$ cat src/hdl/aalu_pkg.sv
package aalu_pkg;

  localparam int unsigned CmdWidth  = 5;
  localparam int unsigned DataWidth = 8;
  localparam int unsigned NibWidth  = 4;

  // Data word packing on both streams, zero-filled to whole bytes
  localparam int unsigned InTdataWidth  = 16;
  localparam int unsigned OutTdataWidth = 16;

  localparam logic [DataWidth-1:0] DaaLowCorr  = 8'h06;
  localparam logic [DataWidth-1:0] DaaHighCorr = 8'h60;
  localparam logic [DataWidth-1:0] DaaHighMax  = 8'h99;
  localparam logic [NibWidth-1:0]  DaaLowMax   = 4'h9;

  typedef enum logic [CmdWidth-1:0] {
    CMD_ADD  = 5'd0,
    CMD_ADC  = 5'd1,
    CMD_SUB  = 5'd2,
    CMD_SBC  = 5'd3,
    CMD_AND  = 5'd4,
    CMD_XOR  = 5'd5,
    CMD_OR   = 5'd6,
    CMD_CP   = 5'd7,
    CMD_DAA  = 5'd8,
    CMD_CPL  = 5'd9,
    CMD_SCF  = 5'd10,
    CMD_CCF  = 5'd11,
    CMD_RLCA = 5'd12,
    CMD_RLA  = 5'd13,
    CMD_RRCA = 5'd14,
    CMD_RRA  = 5'd15,
    CMD_LOAD = 5'd16
  } cmd_e;

  typedef struct packed {
    logic zero;
    logic sub;
    logic half;
    logic carry;
  } flags_t;

endpackage

$ cat src/hdl/aalu_exec.sv
module aalu_exec
  import aalu_pkg::*;
(
  input  logic [CmdWidth-1:0]  cmd_i,
  input  logic [DataWidth-1:0] operand_i,
  input  logic [DataWidth-1:0] acc_i,
  input  flags_t               flags_i,
  output logic [DataWidth-1:0] acc_o,
  output flags_t               flags_o
);

  logic                 cin;
  logic                 is_sub;
  logic [DataWidth:0]   full_res;
  logic [NibWidth:0]    nib_res;
  logic [DataWidth-1:0] daa_corr;
  logic                 daa_lo;
  logic                 daa_hi;

  // Shared adder/subtractor; bit 8 and bit 4 give carry or borrow
  always_comb begin
    cin    = 1'b0;
    is_sub = 1'b0;
    case (cmd_i)
      CMD_ADC: cin = flags_i.carry;
      CMD_SUB, CMD_CP: is_sub = 1'b1;
      CMD_SBC: begin
        cin    = flags_i.carry;
        is_sub = 1'b1;
      end
      default: ;
    endcase
    if (is_sub) begin
      full_res = {1'b0, acc_i} - {1'b0, operand_i} - {{DataWidth{1'b0}}, cin};
      nib_res  = {1'b0, acc_i[NibWidth-1:0]} - {1'b0, operand_i[NibWidth-1:0]}
                 - {{NibWidth{1'b0}}, cin};
    end else begin
      full_res = {1'b0, acc_i} + {1'b0, operand_i} + {{DataWidth{1'b0}}, cin};
      nib_res  = {1'b0, acc_i[NibWidth-1:0]} + {1'b0, operand_i[NibWidth-1:0]}
                 + {{NibWidth{1'b0}}, cin};
    end
  end

  // Decimal adjust corrections come from the accumulator and the flags before the operation
  assign daa_lo   = flags_i.half | (!flags_i.sub && (acc_i[NibWidth-1:0] > DaaLowMax));
  assign daa_hi   = flags_i.carry | (!flags_i.sub && (acc_i > DaaHighMax));
  assign daa_corr = (daa_lo ? DaaLowCorr : '0) | (daa_hi ? DaaHighCorr : '0);

  always_comb begin
    acc_o   = acc_i;
    flags_o = flags_i;
    unique case (cmd_i)
      CMD_ADD, CMD_ADC, CMD_SUB, CMD_SBC, CMD_CP: begin
        if (cmd_i != CMD_CP) begin
          acc_o = full_res[DataWidth-1:0];
        end
        flags_o.zero  = (full_res[DataWidth-1:0] == '0);
        flags_o.sub   = is_sub;
        flags_o.half  = nib_res[NibWidth];
        flags_o.carry = full_res[DataWidth];
      end
      CMD_AND, CMD_XOR, CMD_OR: begin
        if (cmd_i == CMD_AND) begin
          acc_o = acc_i & operand_i;
        end else if (cmd_i == CMD_XOR) begin
          acc_o = acc_i ^ operand_i;
        end else begin
          acc_o = acc_i | operand_i;
        end
        flags_o.zero  = (acc_o == '0);
        flags_o.sub   = 1'b0;
        flags_o.half  = (cmd_i == CMD_AND);
        flags_o.carry = 1'b0;
      end
      CMD_DAA: begin
        acc_o         = flags_i.sub ? (acc_i - daa_corr) : (acc_i + daa_corr);
        flags_o.zero  = (acc_o == '0);
        flags_o.half  = 1'b0;
        flags_o.carry = flags_i.carry | daa_hi;
      end
      CMD_CPL: begin
        acc_o        = ~acc_i;
        flags_o.sub  = 1'b1;
        flags_o.half = 1'b1;
      end
      CMD_SCF, CMD_CCF: begin
        flags_o.sub   = 1'b0;
        flags_o.half  = 1'b0;
        flags_o.carry = (cmd_i == CMD_SCF) ? 1'b1 : !flags_i.carry;
      end
      CMD_RLCA, CMD_RLA: begin
        acc_o = {acc_i[DataWidth-2:0],
                 (cmd_i == CMD_RLCA) ? acc_i[DataWidth-1] : flags_i.carry};
        flags_o = '{zero: 1'b0, sub: 1'b0, half: 1'b0, carry: acc_i[DataWidth-1]};
      end
      CMD_RRCA, CMD_RRA: begin
        acc_o = {(cmd_i == CMD_RRCA) ? acc_i[0] : flags_i.carry,
                 acc_i[DataWidth-1:1]};
        flags_o = '{zero: 1'b0, sub: 1'b0, half: 1'b0, carry: acc_i[0]};
      end
      CMD_LOAD: acc_o = operand_i;
      default: ;
    endcase
  end

endmodule

$ cat src/hdl/accumulator_alu_with_flags.sv
// An accepted word waits in the input register, then commits into the state that drives the master side.
// Throughput: one word per cycle, sustained while the master side keeps tready high.
// The accumulator and flag registers double as the result register; the ALU is one
// pass of combinational logic between the input register and those registers.
// Reset (rst_ni low, asynchronous): accumulator and all four flags clear to zero,
// both pipeline slots empty.
module accumulator_alu_with_flags
  import aalu_pkg::*;
(
  input  logic                     clk_i,
  input  logic                     rst_ni,
  // s_tdata_i: [4:0] cmd, [12:5] operand_byte, [15:13] zero fill
  input  logic                     s_tvalid_i,
  output logic                     s_tready_o,
  input  logic [InTdataWidth-1:0]  s_tdata_i,
  // m_tdata_o: [7:0] acc_out, [8] zero_out, [9] sub_out, [10] half_out,
  //            [11] carry_out, [15:12] zero fill
  output logic                     m_tvalid_o,
  input  logic                     m_tready_i,
  output logic [OutTdataWidth-1:0] m_tdata_o
);

  // Input register: holds one accepted word until the ALU pass can commit it
  logic                 in_valid_q;
  logic [CmdWidth-1:0]  in_cmd_q;
  logic [DataWidth-1:0] in_operand_q;

  // Architectural state, also the visible result
  logic [DataWidth-1:0] acc_q, acc_d;
  flags_t               flags_q, flags_d;
  logic                 out_valid_q;

  logic out_free;
  logic advance;
  logic in_take;

  // The result slot is free when empty or being drained this cycle
  assign out_free   = !out_valid_q || m_tready_i;
  // Commit the staged word into state when the result slot can take it
  assign advance    = in_valid_q && out_free;
  // Take a new word whenever the staged one leaves (or none is staged)
  assign s_tready_o = !in_valid_q || advance;
  assign in_take    = s_tvalid_i && s_tready_o;

  aalu_exec u_exec (
    .cmd_i     (in_cmd_q),
    .operand_i (in_operand_q),
    .acc_i     (acc_q),
    .flags_i   (flags_q),
    .acc_o     (acc_d),
    .flags_o   (flags_d)
  );

  always_ff @(posedge clk_i or negedge rst_ni) begin
    if (!rst_ni) begin
      in_valid_q  <= 1'b0;
      out_valid_q <= 1'b0;
      acc_q       <= '0;
      flags_q     <= '0;
    end else begin
      if (in_take) begin
        in_valid_q <= 1'b1;
      end else if (advance) begin
        in_valid_q <= 1'b0;
      end
      if (advance) begin
        out_valid_q <= 1'b1;
        acc_q       <= acc_d;
        flags_q     <= flags_d;
      end else if (m_tready_i) begin
        out_valid_q <= 1'b0;
      end
    end
  end

  // Payload of the input stage: load on accept, no reset needed
  always_ff @(posedge clk_i) begin
    if (in_take) begin
      in_cmd_q     <= s_tdata_i[CmdWidth-1:0];
      in_operand_q <= s_tdata_i[CmdWidth +: DataWidth];
    end
  end

  assign m_tvalid_o = out_valid_q;
  assign m_tdata_o  = {{(OutTdataWidth - DataWidth - 4){1'b0}},
                       flags_q.carry, flags_q.half, flags_q.sub, flags_q.zero, acc_q};

`ifndef SYNTHESIS
  // A commit always leaves a result waiting on the master side
  assert property (@(posedge clk_i) disable iff (!rst_ni)
    advance |=> out_valid_q)
    else $error("commit did not present a result");

  // Back-pressure on the slave side only when a word is staged
  assert property (@(posedge clk_i) disable iff (!rst_ni)
    !s_tready_o |-> in_valid_q)
    else $error("slave side stalled with empty input stage");

  // Rotates always clear zero, subtract and half-carry
  assert property (@(posedge clk_i) disable iff (!rst_ni)
    advance && (in_cmd_q == CMD_RLCA || in_cmd_q == CMD_RLA ||
                in_cmd_q == CMD_RRCA || in_cmd_q == CMD_RRA)
    |=> !flags_q.zero && !flags_q.sub && !flags_q.half)
    else $error("rotate left stale flags");

  // Load copies the operand and keeps every flag
  assert property (@(posedge clk_i) disable iff (!rst_ni)
    advance && (in_cmd_q == CMD_LOAD)
    |=> (acc_q == $past(in_operand_q)) && (flags_q == $past(flags_q)))
    else $error("load corrupted accumulator or flags");
`endif

endmodule
$ cat config.mk
export PLATFORM = sky130hd
export DESIGN_NAME = accumulator_alu_with_flags
export DESIGN_NICKNAME = d
export VERILOG_FILES = /design/src/hdl/aalu_pkg.sv /design/src/hdl/aalu_exec.sv /design/src/hdl/accumulator_alu_with_flags.sv
export SDC_FILE = /design/constraint.sdc
export NUM_CORES = 1
export LEC_CHECK = 0
export ABC_AREA = 0
export BUFFER_PORTS_ARGS = -buffer_cell sky130_fd_sc_hd__buf_4
export CAP_MARGIN = 20
export CELL_PAD_IN_SITES_DETAIL_PLACEMENT = 1
export CELL_PAD_IN_SITES_GLOBAL_PLACEMENT = 2
export CORE_MARGIN = 1.5
export CORE_UTILIZATION = 32
export CTS_BUF_LIST = sky130_fd_sc_hd__clkbuf_16
export DETAILED_ROUTE_END_ITERATION = 6
export GPL_ROUTABILITY_DRIVEN = 0
export MAX_ROUTING_LAYER = met4
export PLACE_DENSITY = 0.78
export SLEW_MARGIN = 10
export SYNTH_ARGS = -nofsm -noshare
export SYNTH_HDL_FRONTEND = slang
export SYNTH_SLANG_ARGS = --single-unit
$ cat constraint.sdc
create_clock -name clk_i -period 3.3 [get_ports clk_i]
set_clock_uncertainty 0.2 [all_clocks]
set_input_delay 0 -clock clk_i [delete_from_list [all_inputs] [get_ports clk_i]]
set_output_delay 0 -clock clk_i [all_outputs]
set_load 0.005 [all_outputs]
== Yosys cells after proc, flatten, opt, wreduce, memory -nomap -nowiden ==
Index checks and enable logic that the tools add are counted.

* Word-level logic and storage cells: 106
* Flip-flop bits (word level): 27

* Muxes and demuxes: 23
* Reduce and logical (&&, ||, !) cells: 36
* Bitwise logic cells: 8
* Eq/ne operators: 18
* Magnitude comparators: 2
* Add/subtract/negate cells: 10

{| class="wikitable"
|+ Operators by type and width
! operator !! count
|-
| $pmux 8 s7 || 1
|-
| $eq 5x4->1 const B || 8
|-
| $mux 8 || 5
|-
| $logic_not 8->1 || 3
|-
| $eq 5x3->1 const B || 4
|-
| $or 8x8->8 || 2
|-
| $eq 5x2->1 const B || 2
|-
| $add 8x8->9 || 1
|-
| $add 9x1->9 || 1
|-
| $mux 1 || 9
|-
| $mux 9 || 1
|-
| $reduce_or 9->1 || 1
|-
| $sub 8x8->9 || 1
|-
| $sub 9x1->9 || 1
|-
| $add 8x8->8 || 1
|-
| $and 8x8->8 || 1
|-
| $gt 8x8->1 const B || 1
|-
| $not 8->8 || 1
|-
| $pmux 1 s4 || 2
|-
| $reduce_and 2->1 || 4
|-
| $reduce_bool 4->1 || 2
|-
| $reduce_or 2->1 || 4
|-
| $sub 8x8->8 || 1
|-
| $xor 8x8->8 || 1
|-
| other kinds (28) || 39
|}

== Longest topological paths before layout ==
* Depth after elaboration: 9
* Depth in mapped cells: 15

== Modules after synthesis ==
Synthesis repeated with hierarchy kept, for this count alone.

* Cells, all modules: 403
* Area total of the unflattened synthesis: 3513.4 µm²

{| class="wikitable"
|+ By module, submodules not included
! module !! times used !! cells each !! area an instance (µm²) !! seq. area each (µm²)
|-
| aalu_exec || 1 || 352 || 2493.6 || 0.0
|-
| accumulator_alu_with_flags || 1 || 51 || 1019.7 || 740.7
|}

== Worst setup path before layout ==
Ideal clock, no wire load.

* Path kind: reg-to-reg
* Start: reg in_cmd_q[3]
* End: reg acc_q[7]
* Data arrival time: 2.764 ns
* Stages on the path, launching flop included: 15
* Path slack: 0.214 ns
* Clock period less this slack: 3.086 ns
* Path through: edfxtp_1 > buf_6 > clkbuf_1 > nor2_1 > nand2_1 > fa_1 > inv_1 > ha_1 > o21ai_0 > a311oi_1 > nand3_1 > and3_1 > o21ai_0 > o21ai_0 > o221a_2

* Word-level cells in the longest chain between the ends: 7

{| class="wikitable"
|+ RTL lines
! item !! line !! source
|-
| start, declared || accumulator_alu_with_flags.sv:25 || <nowiki>logic [CmdWidth-1:0] in_cmd_q;</nowiki>
|-
| start signal, assigned || accumulator_alu_with_flags.sv:79 || <nowiki>in_cmd_q <= s_tdata_i[CmdWidth-1:0];</nowiki>
|-
| $eq 5x1->1 / $eq 5x2->1 (equally long branches) || aalu_exec.sv:24, aalu_exec.sv:52 ||
|-
| $reduce_or 2->1 (no line) || -- ||
|-
| $mux 1 || aalu_exec.sv:24 || <nowiki>case (cmd_i)</nowiki>
|-
| $add 9x1->9 / $sub 9x1->9 (equally long branches) || aalu_exec.sv:38, aalu_exec.sv:34 ||
|-
| $mux 9 || aalu_exec.sv:33 || <nowiki>if (is_sub) begin</nowiki>
|-
| $mux 8 || aalu_exec.sv:54 || <nowiki>if (cmd_i != CMD_CP) begin</nowiki>
|-
| $pmux 8 s7 || aalu_exec.sv:52 || <nowiki>unique case (cmd_i)</nowiki>
|-
| end signal, assigned || accumulator_alu_with_flags.sv:58 || <nowiki>acc_q <= '0;</nowiki>
|-
| end signal, assigned || accumulator_alu_with_flags.sv:68 || <nowiki>acc_q <= acc_d;</nowiki>
|-
| end, declared || accumulator_alu_with_flags.sv:29 || <nowiki>logic [DataWidth-1:0] acc_q, acc_d;</nowiki>
|}

Several ways; a longest one is shown, not always the timed one. The select of a mux whose other input is x is not followed.
A chain may end at the register's enable or synchronous reset.

== Worst setup path after layout ==
* Start: reg acc_q[2]
* End: reg flags_q, in the netlist m_tdata_o[8]

* Word-level cells in the longest chain between the ends: 9

{| class="wikitable"
|+ RTL lines
! item !! line !! source
|-
| $gt 8x8->1 / $gt 4x4->1 (equally long branches) || aalu_exec.sv:46, aalu_exec.sv:45 ||
|-
| $logic_and 1x1->1 (on tied branches) || aalu_exec.sv:46, aalu_exec.sv:45 ||
|-
| $or 1x1->1 (on tied branches) || aalu_exec.sv:46, aalu_exec.sv:45 ||
|-
| $mux 7 / $mux 3 (equally long branches) || aalu_exec.sv:47 || <nowiki>assign daa_corr = (daa_lo ? DaaLowCorr : '0) | (daa_hi ? DaaHighCorr : '0);</nowiki>
|-
| $or 8x8->8 || aalu_exec.sv:47 ||
|-
| $add 8x8->8 / $sub 8x8->8 (equally long branches) || aalu_exec.sv:76 || <nowiki>acc_o = flags_i.sub ? (acc_i - daa_corr) : (acc_i + daa_corr);</nowiki>
|-
| $mux 8 || aalu_exec.sv:76 ||
|-
| $logic_not 8->1 || aalu_exec.sv:77 || <nowiki>flags_o.zero = (acc_o == '0);</nowiki>
|-
| $pmux 1 s4 (*) || aalu_exec.sv:52 ||
|-
| end signal, assigned || accumulator_alu_with_flags.sv:69 || <nowiki>flags_q <= flags_d;</nowiki>
|-
| end, declared || accumulator_alu_with_flags.sv:30 || <nowiki>flags_t flags_q, flags_d;</nowiki>
|}

Every way passes the cells marked *; elsewhere a longest branch is shown, timed or not. The select of a mux whose other input is x is not followed.

==> impl_metrics.env <==
export IMPL_cts_max_path_buffers=2
export IMPL_internal_power_mw=1.649
export IMPL_start_kind="register"
export IMPL_die_h_um=104.7
export IMPL_globalRouteTotalUtil_pct=22.12
export IMPL_post_route_min_period_ps=3136
export IMPL_required_ps=3300
export IMPL_min_from="s_tdata_i[11]"
export IMPL_port_buffers=30
export IMPL_swShare_pct=49.69
export IMPL_min_period_over_period_pct=95.04
export IMPL_routedWlPerCell_um=19.46
export IMPL_reg2reg_depth=13
export IMPL_synth_top_area_share_pct=14.76
export IMPL_setup_tns_ps=0
export IMPL_root_buffer="clkbuf_16"
export IMPL_ioPinCount=38
export IMPL_synth_top_cell_by_area="ha_1"
export IMPL_powerDensity_nw_per_um2=810.8
export IMPL_start_util_pct=33.37
export IMPL_cts_tree="done"
export IMPL_leakagePower_nw=1.724
export IMPL_cp_arrival_ps=3140
export IMPL_post_cts_buffers=0
export IMPL_finalWirelength_um=11580
export IMPL_grt_pass1_vias=3372
export IMPL_overflow=0
export IMPL_fp_dieW_um=104.7
export IMPL_crit_fanout=5
export IMPL_slew_headroom_pct=47.64
export IMPL_rsz0062_at_grt="false"
export IMPL_synth_ff_type="dfrtp_1"
export IMPL_area_delta_synth_final_pct=22.25
export IMPL_synth_yosys_warnings=0
export IMPL_fp_coreArea_um2=9910
export IMPL_clock_latency_ps=270
export IMPL_placement_cell_area_um2=3762
export IMPL_setup_violations_final=0
export IMPL_clkTransAtPathRegs_ps=80
export IMPL_hold_class="input port to register"
export IMPL_synthArstFlopShare_pct=51.85
export IMPL_rows=36
export IMPL_via_per_inst=5.508
export IMPL_yosysMostFrequentCell="ha_1"
export IMPL_vdd_ir_drop_max_mv=0.2802
export IMPL_hold_path_depth=2
export IMPL_design_area_um2=4043
export IMPL_status="complete, no violations"
export IMPL_hpwl_um=9236
export IMPL_first_pass_iters=4
export IMPL_postRouteAntennaNets=0
export IMPL_fmax_mhz=318.8
export IMPL_r2r_end="m_tdata_o[8]"
export IMPL_cts_max_level=1
export IMPL_hold_viol=0
export IMPL_avgSynthCellArea_um2=8.226
export IMPL_crit_type="register to register"
export IMPL_comb_power_share_pct=75.6
export IMPL_syn_area_um2=3307
export IMPL_power_frac_seq_pct=15.5
export IMPL_synth_enable_flop_cells=13
export IMPL_max_cap_violations=0
export IMPL_grt_max_degree=18
export IMPL_reg2reg_from="acc_q[2]"
export IMPL_ys_seq_area_share_pct=22.40
export IMPL_synth_seq_cells=27
export IMPL_cts_made_buffers=3
export IMPL_grt_antenna_before_repair=0
export IMPL_r2r_slack_ps=160
export IMPL_die_area_um2=10950
export IMPL_drive_gt1_share_pct=17.53
export IMPL_synth_cells=402
export IMPL_total_power_mw=3.278
export IMPL_end_kind="register"
export IMPL_grt_first_pass_wirelength_um=18530
export IMPL_nets=526
export IMPL_netSwitchingPower_mw=1.629
export IMPL_worstMarginPinSlew_ps=782.9
export IMPL_drv_slew=0
export IMPL_whs_endpoint="in_operand_q[6]"
export IMPL_synth_cell_types=72
export IMPL_first_iter_violations=171
export IMPL_drc=0
export IMPL_clock_sinks=27
export IMPL_p_clk_share_pct=9.0
export IMPL_vias=3277
export IMPL_yosys_top_cells_area="ha_1 (15%), edfxtp_1 (12%), dfrtp_1 (11%)"
export IMPL_antennaDiodeCount=0
export IMPL_netlist_top_cells_count="ha_1 (39), inv_1 (34), nor2_1 (34)"
==> cells by family after synthesis <==
family                     after synthesis  share of synthesized area, %
and+or+nand+nor                        127                         20.36
AOI/OAI and AO/OA                      124                         24.52
xor gates and xnor gates                14                         3.708
buffers and inverters                   53                         7.718
adders and majority gates               43                         17.18
muxes                                   13                         4.011
DFF                                     27                         22.40
other                                    1                        0.1134
==> power by group through the flow <==
| stage | Combinational, mW | Clock [mW] | Sequential, mW |
|---|---|---|---|
| finish | 2.48 | 0.294 | 0.507 |
| global route | 2.72 | 0.313 | 0.518 |
| CTS | 2.44 | 0.303 | 0.505 |
| detailed placement | 2.41 | 0 | 0.511 |
| global placement | 2.35 | 0 | 0.506 |
| floorplan | 1.53 | 0 | 0.552 |
==> placed cells by master, fill, tap and decap left out, types with 3 or more instances in the layout <==
cell,Yosys,routed
a21oi_1,33,31
a21oi_2,2,4
a31oi_1,4,4
and3_1,4,4
buf_4,4,54
clkbuf_16,0,3
conb_1,1,4
dfrtp_1,14,14
dlygate4sd3_1,0,18
edfxtp_1,13,13
fa_1,4,4
ha_1,39,39
inv_1,34,34
mux2i_1,11,11
nand2_1,31,31
nand2b_1,8,8
nand3_1,5,5
nand3b_1,5,5
nand4_1,4,4
nor2_1,34,34
nor2b_1,4,4
nor3_1,6,6
o2111ai_1,3,3
o211ai_1,5,5
o21a_1,4,4
o21ai_0,32,30
o221ai_1,3,3
o22ai_1,8,8
or2_2,3,3
or3_1,7,7
xnor2_1,8,8
xor2_1,6,6
==> worst max-delay path: stages, from the launching register on <==
cell	delay, ps
dfrtp_1	390
o21ai_1	270
o211ai_1	180
a31oi_1	260
ha_1	270
nand2_1	60
o21ai_0	130
ha_1	320
buf_4	150
or2_2	310
o21ai_0	90
a21oi_1	80
nand4b_1	240
o211ai_2	120
==> sequential cells by signal (all words and copies together), names as in the netlist <==
register      cells
m_tvalid_o        1
in_cmd_q          5
in_operand_q      8
acc_q             8
m_tdata_o         4
in_valid_q        1
==> metal layers <==
| layer | GRT usage [%] | share of wire, % | vias to the layer above |
|---|---|---|---|
| met5 | - | 0 | - |
| met4 | 6.849 | 3.0 | 0 |
| met3 | 2.246 | 4.2 | 18 |
| met2 | 35.29 | 47 | 85 |
| met1 | 29.60 | 46 | 1600 |
| li1 | - | - | 1574 |
==> cell type report <==
| type | count | area (µm²) |
|---|---|---|
| sequential | 27 | 740.7 |
| clock inverter | 1 | 7.507 |
| timing repair buffer | 72 | 585.6 |
| fill | 1218 | 5867 |
| tap | 133 | 166.4 |
| clock buffer | 3 | 75.07 |
| inverter | 34 | 127.6 |
| multi-input combinational | 325 | 2340 |
==> worst max-delay path by stage <==
stage,start,endpoint,slack [ps],cells past startpoint
finish,acc_q[2],m_tdata_o[8],160,13
detailed placement,acc_q[2],acc_q[7],40,12
global route,acc_q[2],m_tdata_o[8],9,13
CTS,m_tdata_o[11],acc_q[7],40,13
floorplan,in_cmd_q[3],acc_q[7],210,14
global placement,acc_q[2],acc_q[7],50,12
==> per-stage QoR <==
stage / std cells / setup slack (ps) / utilization [%] / hold slack (ps)
floorplan: 405 / 213.5 / - / -495.6
global placement: 573 / 47.58 / 37.97 / -324.5
detailed placement: 573 / 41.11 / 37.97 / -327.9
CTS: 595 / 44.94 / 40.62 / 238.4
global route: 595 / 9.027 / 40.80 / 251.7
finish: 595 / 163.6 / 40.80 / 248.1
==> timing repair <==
| item | in CTS | in global routing |
|---|---|---|
| hold buffers | 18 | 0 |
| gates resized for setup | 1 | 6 |
| endpoints found under the setup margin | 2 | 6 |
| pin swaps | 0 | 0 |
| endpoints found under the hold margin | 29 | 0 |
No activity file was read; power rests on OpenSTA's default activity.
